`src/rtl/core/btp_pkg.sv`:
```
// ----------------------------------------------------------------------------
// btp_pkg
// Shared types, constants and helper functions for the banding test
// pattern pixel unit.
// ----------------------------------------------------------------------------
package btp_pkg;

    // Frame geometry
    localparam int MAX_DIM   = 4096;
    localparam int CFG_W     = 13;
    localparam int DIM_W     = $clog2(MAX_DIM) + 1;
    localparam int PIX_W     = 12;
    localparam int CHAN_W    = 8;
    localparam int ROW_W     = 3;
    localparam int COL_W     = 2;

    // 6y+3 and 4x+2 sample positions
    localparam int TY_W      = PIX_W + 3;
    localparam int TX_W      = PIX_W + 2;

    // Ramp quotient: 10 bits plus a saturation flag, two bits per stage
    localparam int QUO_W      = 10;
    localparam int DIV_STAGES = QUO_W / 2;
    localparam int NUM_W      = TX_W + 10;
    localparam int LVL_W      = 19;

    localparam logic [CHAN_W-1:0] DARK_LEVEL = 8'd20;
    localparam logic [CHAN_W-1:0] LEVEL_MAX  = 8'd255;

    // Configuration register indexes
    typedef enum logic [0:0] {
        REG_FRAME_WIDTH  = 1'b0,
        REG_FRAME_HEIGHT = 1'b1
    } cfg_reg_t;

    // Column colour codes, left to right
    localparam logic [COL_W-1:0] COL_GRAY  = 2'd0;
    localparam logic [COL_W-1:0] COL_RED   = 2'd1;
    localparam logic [COL_W-1:0] COL_GREEN = 2'd2;
    localparam logic [COL_W-1:0] COL_BLUE  = 2'd3;

    // One divider pipeline stage
    typedef struct packed {
        logic [NUM_W-1:0] rem;
        logic [QUO_W-1:0] quo;
        logic [DIM_W-1:0] w;
        logic [ROW_W-1:0] row;
        logic [COL_W-1:0] col;
        logic             dark;
        logic             sat;
    } div_t;

    // Zero counts as one, oversize counts as the maximum dimension
    function automatic logic [DIM_W-1:0] clamp_dim(input logic [CFG_W-1:0] v);
        logic [DIM_W-1:0] res;
        if (v == '0)
            res = DIM_W'(1);
        else if (v > CFG_W'(MAX_DIM))
            res = DIM_W'(MAX_DIM);
        else
            res = DIM_W'(v);
        return res;
    endfunction

    // One restoring step against the divisor 2w, quotient bit b
    function automatic div_t div_step(input div_t s, input int b);
        div_t             res;
        logic [NUM_W-1:0] trial;
        res   = s;
        trial = NUM_W'(s.w) << (b + 1);
        if (s.rem >= trial) begin
            res.rem = s.rem - trial;
            res.quo = s.quo | (QUO_W'(1) << b);
        end
        return res;
    endfunction

endpackage

```
`src/rtl/core/banding_test_pattern_pixel_unit.sv`:
```
// ----------------------------------------------------------------------------
// banding_test_pattern_pixel_unit
// Pipeline: eight register stages, which are band decode, ramp numerator,
// five radix-2 restoring divider stages (two quotient bits each) and the
// level/output register.
// Throughput: one pixel per cycle while the colour channel is not stalled,
// every stage registered; no stage loops.
// Reset: frame size returns to 1920 x 1080, all pipeline stages empty.
// ----------------------------------------------------------------------------
module banding_test_pattern_pixel_unit
(
    input  logic                         clk,
    input  logic                         rst_n,

    // configuration write port
    input  logic                         cfg_write,
    input  logic [0:0]                   cfg_index,
    input  logic [btp_pkg::CFG_W-1:0]    cfg_data,

    // coordinate channel
    input  logic                         coord_valid,
    output logic                         coord_stall,
    input  logic [btp_pkg::PIX_W-1:0]    pixel_x,
    input  logic [btp_pkg::PIX_W-1:0]    pixel_y,

    // colour channel
    output logic                         rgb_valid,
    input  logic                         rgb_stall,
    output logic [btp_pkg::CHAN_W-1:0]   red,
    output logic [btp_pkg::CHAN_W-1:0]   green,
    output logic [btp_pkg::CHAN_W-1:0]   blue
);

    // Stage map: 0 = band decode, 1 = ramp numerator, 2..6 = divider,
    // 7 = level and output register.
    localparam int DIV_STAGES = btp_pkg::DIV_STAGES;
    localparam int NUM_STAGES = DIV_STAGES + 3;
    localparam int IDX_DIV0   = 2;
    localparam int IDX_OUT    = NUM_STAGES - 1;
    localparam int DIM_W      = btp_pkg::DIM_W;
    localparam int TY_W       = btp_pkg::TY_W;
    localparam int TX_W       = btp_pkg::TX_W;
    localparam int ROW_W      = btp_pkg::ROW_W;
    localparam int COL_W      = btp_pkg::COL_W;
    localparam int NUM_W      = btp_pkg::NUM_W;
    localparam int QUO_W      = btp_pkg::QUO_W;
    localparam int LVL_W      = btp_pkg::LVL_W;
    localparam int CHAN_W     = btp_pkg::CHAN_W;

    // ------------------------------------------------------------------
    // Configuration registers
    // ------------------------------------------------------------------
    logic [btp_pkg::CFG_W-1:0] frame_width_reg,  frame_width_next;
    logic [btp_pkg::CFG_W-1:0] frame_height_reg, frame_height_next;

    always_comb
    begin
        frame_width_next  = frame_width_reg;
        frame_height_next = frame_height_reg;
        if (cfg_write)
        begin
            unique case (btp_pkg::cfg_reg_t'(cfg_index))
                btp_pkg::REG_FRAME_WIDTH:  frame_width_next  = cfg_data;
                btp_pkg::REG_FRAME_HEIGHT: frame_height_next = cfg_data;
                default: ;
            endcase
        end
    end

    always_ff @(posedge clk or negedge rst_n)
    begin
        if (!rst_n)
        begin
            frame_width_reg  <= 13'd1920;
            frame_height_reg <= 13'd1080;
        end
        else
        begin
            frame_width_reg  <= frame_width_next;
            frame_height_reg <= frame_height_next;
        end
    end

    // ------------------------------------------------------------------
    // Flow control: a stage takes new data when it is empty or when the
    // stage after it is moving. Bubbles collapse, so a stalled output
    // still lets the front of the pipe fill up.
    // ------------------------------------------------------------------
    logic [NUM_STAGES-1:0] stage_valid_reg, stage_valid_next;
    logic [NUM_STAGES-1:0] stage_open;

    always_comb
    begin
        stage_open[IDX_OUT] = !stage_valid_reg[IDX_OUT] || !rgb_stall;
        for (int i = NUM_STAGES - 2; i >= 0; i--)
            stage_open[i] = !stage_valid_reg[i] || stage_open[i+1];

        stage_valid_next = stage_valid_reg;
        if (stage_open[0])
            stage_valid_next[0] = coord_valid;
        for (int i = 1; i < NUM_STAGES; i++)
            if (stage_open[i])
                stage_valid_next[i] = stage_valid_reg[i-1];
    end

    always_ff @(posedge clk or negedge rst_n)
    begin
        if (!rst_n)
            stage_valid_reg <= '0;
        else
            stage_valid_reg <= stage_valid_next;
    end

    assign coord_stall = !stage_open[0];
    assign rgb_valid   = stage_valid_reg[IDX_OUT];

    // ------------------------------------------------------------------
    // Stage 0: row and column band decode. The sample is at the pixel
    // centre, so work in units of half a pixel scaled by band count:
    // row = #{j : 6y+3 >= j*H}, col = #{j : 4x+2 >= j*W}.
    // ------------------------------------------------------------------
    logic [DIM_W-1:0] w_clamped, h_clamped;
    logic [TY_W-1:0]  ty_next;
    logic [TX_W-1:0]  tx_next;
    logic [TY_W-1:0]  h_mul [1:5];
    logic [TX_W-1:0]  w_mul [1:3];
    logic [ROW_W-1:0] row_next;
    logic [COL_W-1:0] col_next;

    logic [TY_W-1:0]  a_ty_reg;
    logic [TX_W-1:0]  a_tx_reg;
    logic [DIM_W-1:0] a_w_reg, a_h_reg;
    logic [ROW_W-1:0] a_row_reg;
    logic [COL_W-1:0] a_col_reg;

    always_comb
    begin
        w_clamped = btp_pkg::clamp_dim(frame_width_reg);
        h_clamped = btp_pkg::clamp_dim(frame_height_reg);

        ty_next = TY_W'({pixel_y, 2'b00}) + TY_W'({pixel_y, 1'b0}) + TY_W'(3);
        tx_next = TX_W'({pixel_x, 2'b10});

        h_mul[1] = TY_W'(h_clamped);
        h_mul[2] = TY_W'(h_clamped) << 1;
        h_mul[3] = (TY_W'(h_clamped) << 1) + TY_W'(h_clamped);
        h_mul[4] = TY_W'(h_clamped) << 2;
        h_mul[5] = (TY_W'(h_clamped) << 2) + TY_W'(h_clamped);
        w_mul[1] = TX_W'(w_clamped);
        w_mul[2] = TX_W'(w_clamped) << 1;
        w_mul[3] = (TX_W'(w_clamped) << 1) + TX_W'(w_clamped);

        // thresholds rise with j, so counting hits gives the band and
        // saturates at the top row / right column
        row_next = '0;
        for (int j = 1; j <= 5; j++)
            row_next = row_next + ROW_W'(ty_next >= h_mul[j]);
        col_next = '0;
        for (int j = 1; j <= 3; j++)
            col_next = col_next + COL_W'(tx_next >= w_mul[j]);
    end

    always_ff @(posedge clk)
    begin
        if (stage_open[0])
        begin
            a_ty_reg  <= ty_next;
            a_tx_reg  <= tx_next;
            a_w_reg   <= w_clamped;
            a_h_reg   <= h_clamped;
            a_row_reg <= row_next;
            a_col_reg <= col_next;
        end
    end

    // ------------------------------------------------------------------
    // Stage 1: separator lines and the ramp numerator.
    // d = 4x+2 - col*W is the offset into the column; the ramp step is
    // k = (S*2d + W) div 2W with S = 8 << row, so the numerator is
    // (d << (row+4)) + W against the divisor 2W.
    // ------------------------------------------------------------------
    logic [TY_W-1:0]  row_base;
    logic [TX_W-1:0]  col_base;
    logic [TX_W-1:0]  col_offset;
    logic             dark_next;
    logic [NUM_W-1:0] num_next;

    logic [NUM_W-1:0] b_num_reg;
    logic [DIM_W-1:0] b_w_reg;
    logic [ROW_W-1:0] b_row_reg;
    logic [COL_W-1:0] b_col_reg;
    logic             b_dark_reg;

    always_comb
    begin
        case (a_row_reg)
            3'd0:    row_base = '0;
            3'd1:    row_base = TY_W'(a_h_reg);
            3'd2:    row_base = TY_W'(a_h_reg) << 1;
            3'd3:    row_base = (TY_W'(a_h_reg) << 1) + TY_W'(a_h_reg);
            3'd4:    row_base = TY_W'(a_h_reg) << 2;
            default: row_base = (TY_W'(a_h_reg) << 2) + TY_W'(a_h_reg);
        endcase
        case (a_col_reg)
            2'd0:    col_base = '0;
            2'd1:    col_base = TX_W'(a_w_reg);
            2'd2:    col_base = TX_W'(a_w_reg) << 1;
            default: col_base = (TX_W'(a_w_reg) << 1) + TX_W'(a_w_reg);
        endcase

        col_offset = a_tx_reg - col_base;

        // a line one pixel thick sits at the bottom of every row above the
        // first and at the left of every column after the first
        dark_next = ((a_row_reg != '0) && (a_ty_reg < row_base + TY_W'(6)))
                 || ((a_col_reg != '0) && (a_tx_reg < col_base + TX_W'(4)));

        num_next = (NUM_W'(col_offset) << ({1'b0, a_row_reg} + 4'd4))
                 + NUM_W'(a_w_reg);
    end

    always_ff @(posedge clk)
    begin
        if (stage_open[1])
        begin
            b_num_reg  <= num_next;
            b_w_reg    <= a_w_reg;
            b_row_reg  <= a_row_reg;
            b_col_reg  <= a_col_reg;
            b_dark_reg <= dark_next;
        end
    end

    // ------------------------------------------------------------------
    // Stages 2..6: restoring divider, two quotient bits per stage.
    // Quotients of 1024 and up are only flagged: any k >= S already
    // saturates the 8-bit level, and S never exceeds 256.
    // ------------------------------------------------------------------
    btp_pkg::div_t div_head;
    btp_pkg::div_t div_reg  [DIV_STAGES];
    btp_pkg::div_t div_next [DIV_STAGES];

    always_comb
    begin
        div_head.rem  = b_num_reg;
        div_head.quo  = '0;
        div_head.w    = b_w_reg;
        div_head.row  = b_row_reg;
        div_head.col  = b_col_reg;
        div_head.dark = b_dark_reg;
        div_head.sat  = b_num_reg >= (NUM_W'(b_w_reg) << (QUO_W + 1));
    end

    for (genvar j = 0; j < DIV_STAGES; j++)
    begin : g_div
        if (j == 0)
        begin : g_first
            always_comb
                div_next[j] = btp_pkg::div_step(
                    btp_pkg::div_step(div_head, QUO_W - 1 - 2*j), QUO_W - 2 - 2*j);
        end
        else
        begin : g_rest
            always_comb
                div_next[j] = btp_pkg::div_step(
                    btp_pkg::div_step(div_reg[j-1], QUO_W - 1 - 2*j), QUO_W - 2 - 2*j);
        end

        always_ff @(posedge clk)
        begin
            if (stage_open[IDX_DIV0 + j])
                div_reg[j] <= div_next[j];
        end
    end

    // ------------------------------------------------------------------
    // Stage 7: level = (510k + S) div 2S, saturated, then steered to the
    // column's channels. Separator lines override the colour.
    // ------------------------------------------------------------------
    btp_pkg::div_t     div_last;
    logic [LVL_W-1:0]  lvl_num;
    logic [LVL_W-1:0]  lvl_shifted;
    logic [CHAN_W-1:0] level;
    logic [CHAN_W-1:0] red_next, green_next, blue_next;
    logic [CHAN_W-1:0] red_reg, green_reg, blue_reg;

    always_comb
    begin
        div_last    = div_reg[DIV_STAGES-1];
        lvl_num     = (LVL_W'(div_last.quo) << 9) - (LVL_W'(div_last.quo) << 1)
                    + (LVL_W'(8) << div_last.row);
        lvl_shifted = lvl_num >> ({1'b0, div_last.row} + 4'd4);

        if (div_last.sat || (lvl_shifted > LVL_W'(btp_pkg::LEVEL_MAX)))
            level = btp_pkg::LEVEL_MAX;
        else
            level = lvl_shifted[CHAN_W-1:0];

        red_next   = '0;
        green_next = '0;
        blue_next  = '0;
        case (div_last.col)
            btp_pkg::COL_GRAY:
            begin
                red_next   = level;
                green_next = level;
                blue_next  = level;
            end
            btp_pkg::COL_RED:   red_next   = level;
            btp_pkg::COL_GREEN: green_next = level;
            default:            blue_next  = level;
        endcase

        if (div_last.dark)
        begin
            red_next   = btp_pkg::DARK_LEVEL;
            green_next = btp_pkg::DARK_LEVEL;
            blue_next  = btp_pkg::DARK_LEVEL;
        end
    end

    always_ff @(posedge clk)
    begin
        if (stage_open[IDX_OUT])
        begin
            red_reg   <= red_next;
            green_reg <= green_next;
            blue_reg  <= blue_next;
        end
    end

    assign red   = red_reg;
    assign green = green_reg;
    assign blue  = blue_reg;

    // ------------------------------------------------------------------
    // Assertions
    // ------------------------------------------------------------------

    // back-pressure only reaches the input once every stage holds a pixel
    a_stall_only_when_full: assert property (@(posedge clk) disable iff (!rst_n)
        coord_stall |-> (&stage_valid_reg))
        else $error("coordinate stalled with an empty pipeline stage");

    // an accepted coordinate always lands in the first stage
    a_accept_enters: assert property (@(posedge clk) disable iff (!rst_n)
        (coord_valid && !coord_stall) |=> stage_valid_reg[0])
        else $error("accepted coordinate lost at pipeline entry");

    // divider leaves a remainder below the divisor 2W
    a_div_remainder: assert property (@(posedge clk) disable iff (!rst_n)
        (stage_valid_reg[IDX_OUT-1] && !div_reg[DIV_STAGES-1].sat)
            |-> (div_reg[DIV_STAGES-1].rem < (NUM_W'(div_reg[DIV_STAGES-1].w) << 1)))
        else $error("ramp divider remainder not reduced");

endmodule

```
`config.mk`:
```
export PLATFORM = sky130hd
export DESIGN_NAME = banding_test_pattern_pixel_unit
export DESIGN_NICKNAME = d
export VERILOG_FILES = /design/src/rtl/core/btp_pkg.sv /design/src/rtl/core/banding_test_pattern_pixel_unit.sv
export SDC_FILE = /design/constraint.sdc
export NUM_CORES = 1
export LEC_CHECK = 0
export BUFFER_PORTS_ARGS = -buffer_cell sky130_fd_sc_hd__buf_2
export CORE_ASPECT_RATIO = 2
export CORE_MARGIN = 5
export CORE_UTILIZATION = 40
export CTS_BUF_LIST = sky130_fd_sc_hd__clkbuf_4 sky130_fd_sc_hd__clkbuf_8
export DETAILED_ROUTE_END_ITERATION = 10
export PLACE_DENSITY_LB_ADDON = 0.2
export SKIP_CTS_REPAIR_TIMING = 1
export SLEW_MARGIN = 20
export SYNTH_ARGS = -nofsm -noshare
export SYNTH_HDL_FRONTEND = slang
export SYNTH_SLANG_ARGS = --single-unit
export TNS_END_PERCENT = 50
```
`constraint.sdc`:
```
create_clock -name clk -period 13.65 [get_ports clk]
set_input_delay 1.365 -clock clk [delete_from_list [all_inputs] [get_ports clk]]
set_output_delay 1.365 -clock clk [all_outputs]
set_load 0.01 [all_outputs]
```
; ---- Word level (Yosys, flattened, before mapping)
; Memories as Yosys holds them, arrays and structs flattened.
; Index checks and enable logic that the tools add are counted.
[op_classes]
muxes = 30
addsub = 32
n_lt_le_gt_ge = 24
reduce_logical = 37
n_eq_ne = 8
shifts = 3
bitwise_logic = 3
[op_table]
columns = op, n
row1 = 2-to-1 mux 34 bit, 10
row2 = case mux 15 bit (5 select lines), 1
row3 = 2-to-1 mux 13 bit, 4
row4 = adder 14 x 13 -> 15 bit, 3
row5 = greater-or-equal comparator 15 bit, 3
row6 = case mux 14 bit (3 select lines), 1
row7 = adder 15 x 13 -> 15 bit, 2
row8 = adder 14 x 13 -> 14 bit, 2
row9 = greater-or-equal comparator 14 bit, 2
row10 = greater-than comparator 13 bit (second input constant), 2
row11 = logical NOT 13 bit, 2
row12 = adder 24 x 13 -> 24 bit, 1
row13 = greater-or-equal comparator 24 x 14 -> 1 bit, 1
row14 = greater-or-equal comparator 24 x 15 -> 1 bit, 1
row15 = greater-or-equal comparator 24 x 16 -> 1 bit, 1
row16 = greater-or-equal comparator 24 x 17 -> 1 bit, 1
row17 = greater-or-equal comparator 24 x 18 -> 1 bit, 1
row18 = greater-or-equal comparator 24 x 19 -> 1 bit, 1
row19 = greater-or-equal comparator 24 x 20 -> 1 bit, 1
row20 = greater-or-equal comparator 24 x 21 -> 1 bit, 1
row21 = greater-or-equal comparator 24 x 22 -> 1 bit, 1
row22 = greater-or-equal comparator 24 x 23 -> 1 bit, 1
row23 = greater-or-equal comparator 24 bit, 1
row24 = << shifter 14 x 4 -> 24 bit, 1
row25 = other kinds (48), 92
[totals]
ramBits = 270
regBits = 159
in_bits = 43
memories = 1
elab_cells = 165
output_inout_bits = 26
[memory_table]
columns = name, depth, word_bits, read_ports, rd_clocked_by_memory_dff, wr, line_no
row1 = div_reg, 5, 54, 5, 0, 5, banding_test_pattern_pixel_unit.sv:240  ; btp_pkg::div_t div_reg [DIV_STAGES];

; ---- Longest topological paths before layout
; Gate-level depths: netlist (run 1).
[logic_depth]
depth_word = 10
depth_mapped = 29
depth_no_buf = 26

; ---- Worst setup path after synthesis (run 1)
; OpenSTA, ideal clock, no wires.
[synth_path]
kind = input to output
startpoint = in rgb_stall
endpoint = out coord_stall
t_required_ps = 12285
path_slack_ps = 7280
path_buffers = 0
stages = 6
t_arrival_ps = 5005
path_cell_list = and3_1 > and3_1 > nand3_1 > inv_1 > nand3_1 > inv_1
[synth_between]
elab_chain_cells = 10
[synth_lines]
columns = element, line_no
row1 = "start, declared", banding_test_pattern_pixel_unit.sv:28  ; input logic rgb_stall,
row2 = logical NOT 1 bit, banding_test_pattern_pixel_unit.sv:94  ; stage_open[IDX_OUT] = !stage_valid_reg[IDX_OUT] || !rgb_stall;
row3 = logical OR 1 bit, banding_test_pattern_pixel_unit.sv:94
row4 = logical OR 1 bit (5 in a row), banding_test_pattern_pixel_unit.sv:96  ; stage_open[i] = !stage_valid_reg[i] || stage_open[i+1];
row5 = via stage_open[2], banding_test_pattern_pixel_unit.sv:90  ; logic [NUM_STAGES-1:0] stage_open;
row6 = logical OR 1 bit (2 in a row), banding_test_pattern_pixel_unit.sv:96
row7 = logical NOT 1 bit, banding_test_pattern_pixel_unit.sv:114  ; assign coord_stall = !stage_open[0];
row8 = "end, declared", banding_test_pattern_pixel_unit.sv:22  ; output logic coord_stall,
; The timed path passes the listed nets, and every way through them passes these cells.

==> impl_metrics.yaml, run 1 <==
critical_path:
  crit_path_top_delay_cell: "nor2_2"
  critPathArrivalTime_ps: 7670
  critical_path.cell_chain: "inv_1 > ha_1 > inv_1 > fa_1 > a21o_1 > a21o_1 > a2111oi_4 > o211a_2 > nand2_2 > o21ai_0 > inv_1 > ha_1 > nor2b_1 > o21ai_0 > a21oi_1 > a211oi_1 > o21ai_0 > a21o_1 > a21o_1 > or3b_1 > nor2_2 > o32ai_1 > xor2_1"
  critPathCaptureType: "register"
  worst_setup_path_start_kind: "register"
  worstPathRequired_ps: 14110
  cp_max_fo: 25
  slowest_delay_ps: 740
  path_class: "reg2reg"
  critPathMostFrequentCell: "a21o_1"
die:
  rows: 144
  dieArea_sq_mm: 0.08380
  io_pins: 69
  dieHeight_microns: 404.4
  coreArea_sq_mm: 0.07711
  die_w_microns: 207.2
  start_util: 0.4035
yosys:
  netlist.area_leader.share: 0.3253
  synth_top_cell_by_area: "edfxtp_1"
  synth_area_sq_mm: 0.03111
  ys_seq_area_frac: 0.3529
  synth_edf_count: 337
  ys_async_sr_fraction: 0.09164
  synth_cells: 3206
  yosysWarnings: 0
  synth.distinct_cells: 112
  netlist_top_cells_area: "edfxtp_1 33%, ha_1 16%, xnor2_1 4.1%, a21oi_1 3.7%, o21ai_0 3.3%"
  syn_avg_cell_area_sq_um: 9.704
  synth_ff_type: "edfxtp_1"
  ys_seq_elements: 371
clock_tree:
  cts_buffers: 59
  cts_sinks: 371
  clkTransAtPathRegs_ps: 70
  cts_buffer_depth: 3
  cts.htree.levels: 2
  clockRootBuffer: "clkbuf_8"
  clkLatencyLatePin_ps: 720
  tritoncts: "yes"
routing:
  vias_per_cell: 5.608
  ant_nets: 0
  drt_iter0_markers: 905
  drc: 0
  dr.pass1.iters: 5
  vias: 24410
  wirelength_microns: 86910
  avgRoutedWirePerCell_microns: 19.97
cells_and_area:
  area_growth_pct: 9.330
  drive_above_1_share: 0.1066
  largest_reg_flops: 213
  fin_nets: 3749
  fillers: 7673
timing:
  finalSetupViolCount: 0
  timing.setup.tns_ps: 0
  fmax_mhz: 138.6
  final_max_slew_viol_count: 0
  hold_viol_final: 0
  worstMarginPinSlew_ps: 1120
  final_min_period_over_clock_period: 0.5285
  skew_ps: 38.34
  grt_setup_unrepaired: "false"
  period_needed_ps: 7214
  relSlewSlack: 0.2474
grt:
  grt_pass1_wl_microns: 134600
  grt_overflow: 0
  antenna_found_initial: 2
  grt_usage: 0.2014
  grt_max_degree: 59
  first_global_vias: 25780
place:
  gp_congestion: 1.060
  numPortBuffers: 68
  hpwlAfterDp_microns: 72180
job:
  cap_viol_max_count: 0
run_status:
  status: "finished clean"
hold_path:
  hold_path_class: "reg2reg"
==> kinds of logic after synthesis <==
group,share of synthesized area
buffers and inverters,0.04178
adder cells (fa/ha/maj),0.1758
flip-flops,0.3529
other,0.0002414
XOR/XNOR,0.06193
multiplexers,0.04122
AND/OR/NAND/NOR,0.1363
AO/OA/AOI/OAI,0.1897
==> path summary, 6_finish.rpt <==
path / startpoint / end / slack, ps / cells after the start
worst max-delay path: div_reg[0][90] / div_reg[0][161] / 6440 / 23
worst min-delay path: div_reg[0][2] / div_reg[0][56] / 410 / 0
worst max register to register: div_reg[0][90] / div_reg[0][161] / 6440 / 23
worst min register to register: div_reg[0][2] / div_reg[0][56] / 410 / 0
max in group asynchronous: rst_n / stage_valid_reg[0] / 12390 / 1
min in group asynchronous: rst_n / frame_height_reg[8] / 730 / 1
==> Yosys cell counts (all sizes together), types with 75 or more instances <==
| library cell | instances |
|---|---|
| a21o | 97 |
| a21oi | 231 |
| edfxtp | 337 |
| ha | 402 |
| inv | 262 |
| mux2 | 78 |
| nand2 | 224 |
| nor2 | 197 |
| nor3 | 75 |
| o21ai | 206 |
| xnor2 | 144 |
| xor2 | 76 |
==> worst max-delay path, delay by kind of cell (launching register included) <==
| family | cells | cell delay, ps |
|---|---|---|
| AND/OR/NAND/NOR | 4 | 1720 |
| flip-flops | 1 | 380 |
| buffers and inverters | 3 | 230 |
| XOR/XNOR | 1 | 200 |
| AO/OA/AOI/OAI | 12 | 3540 |
| adder cells (fa/ha/maj) | 3 | 860 |
==> cell type report <==
cell class | instances | area (sq um) | area share
Antenna cell | 1 | 2.502 | 0.00007357
Clock buffer | 85 | 1070 | 0.03145
Clock inverter | 23 | 341.6 | 0.01004
Inverter | 265 | 996.0 | 0.02928
Multi-Input combinational cell | 2499 | 18870 | 0.5548
Sequential cell | 371 | 10980 | 0.3228
Tap cell | 1022 | 1279 | 0.03759
Timing Repair Buffer | 86 | 475.5 | 0.01398
==> layout by cell type (no fill, tap or decap), types with 23 or more instances in the layout <==
master and n:
o211ai_1 23, ha_1 402, edfxtp_1 337, o21bai_1 33, o21a_1 65, mux2_2 77
nand2_1 220, clkbuf_8 69, nor3_1 70, mux2i_1 31, a21o_1 97, nor2_1 195
buf_2 68, a211oi_1 24, o31ai_1 32, a21boi_0 24, dfrtp_1 26, xor2_1 76
o21ai_0 202, and3_1 26, nand3_1 47, nand2b_1 50, inv_1 258, xnor2_1 144
nand4_1 33, a21oi_1 229, nor2b_1 48
==> metal layers <==
metal,GRT usage,part of all wire,vias up,wire length (microns)
met5,0,0,-,0
met4,0.1587,0.094,0,8196
met3,0.02130,0.024,311,2109
met2,0.4343,0.59,476,51480
met1,0.1523,0.29,11590,25120
li1,-,-,12030,-
==> stage by stage <==
step / setup WS [ps] / cell area (sq um) / hold slack (ps) / util / std cells
after floorplan: 7280 / 31120 / 400.3 / - / 3209
after global placement: 6378 / 32600 / 401.2 / 0.4227 / 4243
after detailed placement: 6378 / 32600 / 404.5 / 0.4227 / 4243
after CTS: 6378 / 34010 / 401.9 / 0.4410 / 4351
after global routing: 6085 / 34020 / 414.4 / 0.4411 / 4352
final: 6436 / 34020 / 406.3 / 0.4411 / 4352
Power of run 1 is left out: the tool's default activity adds up to more than one toggle a clock period on the data nets, which glitch-free logic cannot reach.
==> run 2, diff against run 1 <==
- clock period: 13.65 -> 6 ns (I/O delays scaled with it)
==> impl_metrics.yaml, run 2 (synthesized netlist as in run 1, its figures left out) <==
cells_and_area:
  drive_above_1_share: 0.1460
  multi_input_area_sq_mm: 0.01903
  fin_nets: 3887
  largest_reg_flops: 213
  fin_area_sq_mm: 0.03504
  fillers: 7558
  final_common_cell: "ha_1"
  register_area_sq_mm: 0.01098
  most-common-layout-cells: "400 x ha_1, 337 x edfxtp_1, 258 x inv_1, 227 x a21oi_1, 220 x nand2_1"
  area_growth_pct: 12.63
grt:
  first_global_vias: 26220
  gr-usage-met3: 0.02417
  top_usage_layer: "met2"
  grt_pass1_wl_microns: 138200
  antenna_found_initial: 2
  grt_util_met1: 0.1549
  grt_overflow: 0
  grtUsageMet2: 0.4368
  grt_max_degree: 59
  grt_usage: 0.2091
routing:
  ant_nets: 0
  vias: 24960
  drt_iter0_markers: 935
  drc: 0
  dr.pass1.iters: 5
  vias_per_cell: 5.562
  avgRoutedWirePerCell_microns: 20.10
  wirelength_microns: 90210
timing:
  timing.setup.tns_ps: 0
  finalSetupViolCount: 0
  final_min_period_over_clock_period: 0.9621
  relSlewSlack: 0.3032
  fmax_mhz: 173.2
  worstMarginPinSlew_ps: 1041
  hold_viol_final: 12
  holdWs_ps: -9.579
  period_needed_ps: 5773
  final_max_slew_viol_count: 0
  skew_ps: 46.28
job:
  cap_viol_max_count: 0
die:
  start_util: 0.4035
  dieHeight_microns: 404.4
  rows: 144
  io_pins: 69
  coreArea_sq_mm: 0.07711
  dieArea_sq_mm: 0.08380
  die_w_microns: 207.2
clock_tree:
  clkTransAtPathRegs_ps: 80
  clockRootBuffer: "clkbuf_8"
  cts_sinks: 371
  cts_buffer_depth: 3
  cts.htree.levels: 2
  tritoncts: "yes"
  cts_buffers: 59
  clkLatencyLatePin_ps: 730
critical_path:
  r2r_cells: 24
  worstPathRequired_ps: 6430
  r2r-end: "b_num_reg[23]"
  rr_startpoint: "a_w_reg[0]"
  cp_max_fo: 8
  reg2reg_slack_ps: 230
  critPathCaptureType: "register"
  path_class: "reg2reg"
  critPathArrivalTime_ps: 6200
  startpoint: "a_w_reg[0]"
  worst_setup_path_start_kind: "register"
place:
  dpl_cell_area_sq_mm: 0.03364
  gp_congestion: 1.003
  hpwlAfterDp_microns: 75290
  numPortBuffers: 68
run_status:
  violations: "hold timing"
  status: "complete, but fails checks"
hold_path:
  hold_path_class: "in2async"
## run 2: area by class of cell
class	instances	area share
diodes	1	0.00007141
clock buffers	78	0.02742
clock inverters	28	0.007570
inverters	265	0.02842
multi-input cells	2499	0.5432
flip-flops and latches	371	0.3134
well taps	1022	0.03649
repair buffers	224	0.04349
## run 2: how the worst max path moves through the flow
stage | cells after the start | endpoint | slack (ps)
after floorplan | 26 | b_num_reg[23] | 180
after global placement | 23 | b_num_reg[23] | 120
after detailed placement | 24 | div_reg[0][152] | 70
after CTS | 23 | b_num_reg[23] | 10
after global routing | 24 | b_num_reg[23] | -50
final | 24 | b_num_reg[23] | 230
## run 2: per-stage QoR
step           setup slack [ps]  hold WS, ps    util  std cells
6_report                  227.2       -9.579  0.4544       4488
5_1_grt                  -54.43        11.66  0.4544       4488
4_1_cts                   12.72       -38.26  0.4521       4486
3_5_place_dp              71.36        404.5  0.4362       4380
3_3_place_gp              121.7        401.3  0.4362       4380
2_1_floorplan             179.3        304.4       -       3209
## run 2: routing by layer
layer	wire length, microns	share of wire
met5	0	0
met4	10560	0.12
met3	2230	0.025
met2	51740	0.57
met1	25670	0.28
## run 2: worst max-delay path: stages (launching register included)
cell	delay [ps]
edfxtp_1	410
ha_1	260
fa_2	380
a21o_1	170
a21oi_1	170
xnor2_1	80
mux2_2	270
a22oi_2	200
ha_1	280
buf_4	190
a221oi_4	360
xnor2_1	100
mux4_2	490
nand2_1	80
nand2_1	50
ha_1	280
nand3_1	90
nor3_2	240
o31ai_1	110
buf_4	150
a22oi_2	150
nand4_1	220
nor4b_4	420
nand4b_1	150
xor2_1	170
Power of run 2 is left out for the same reason.
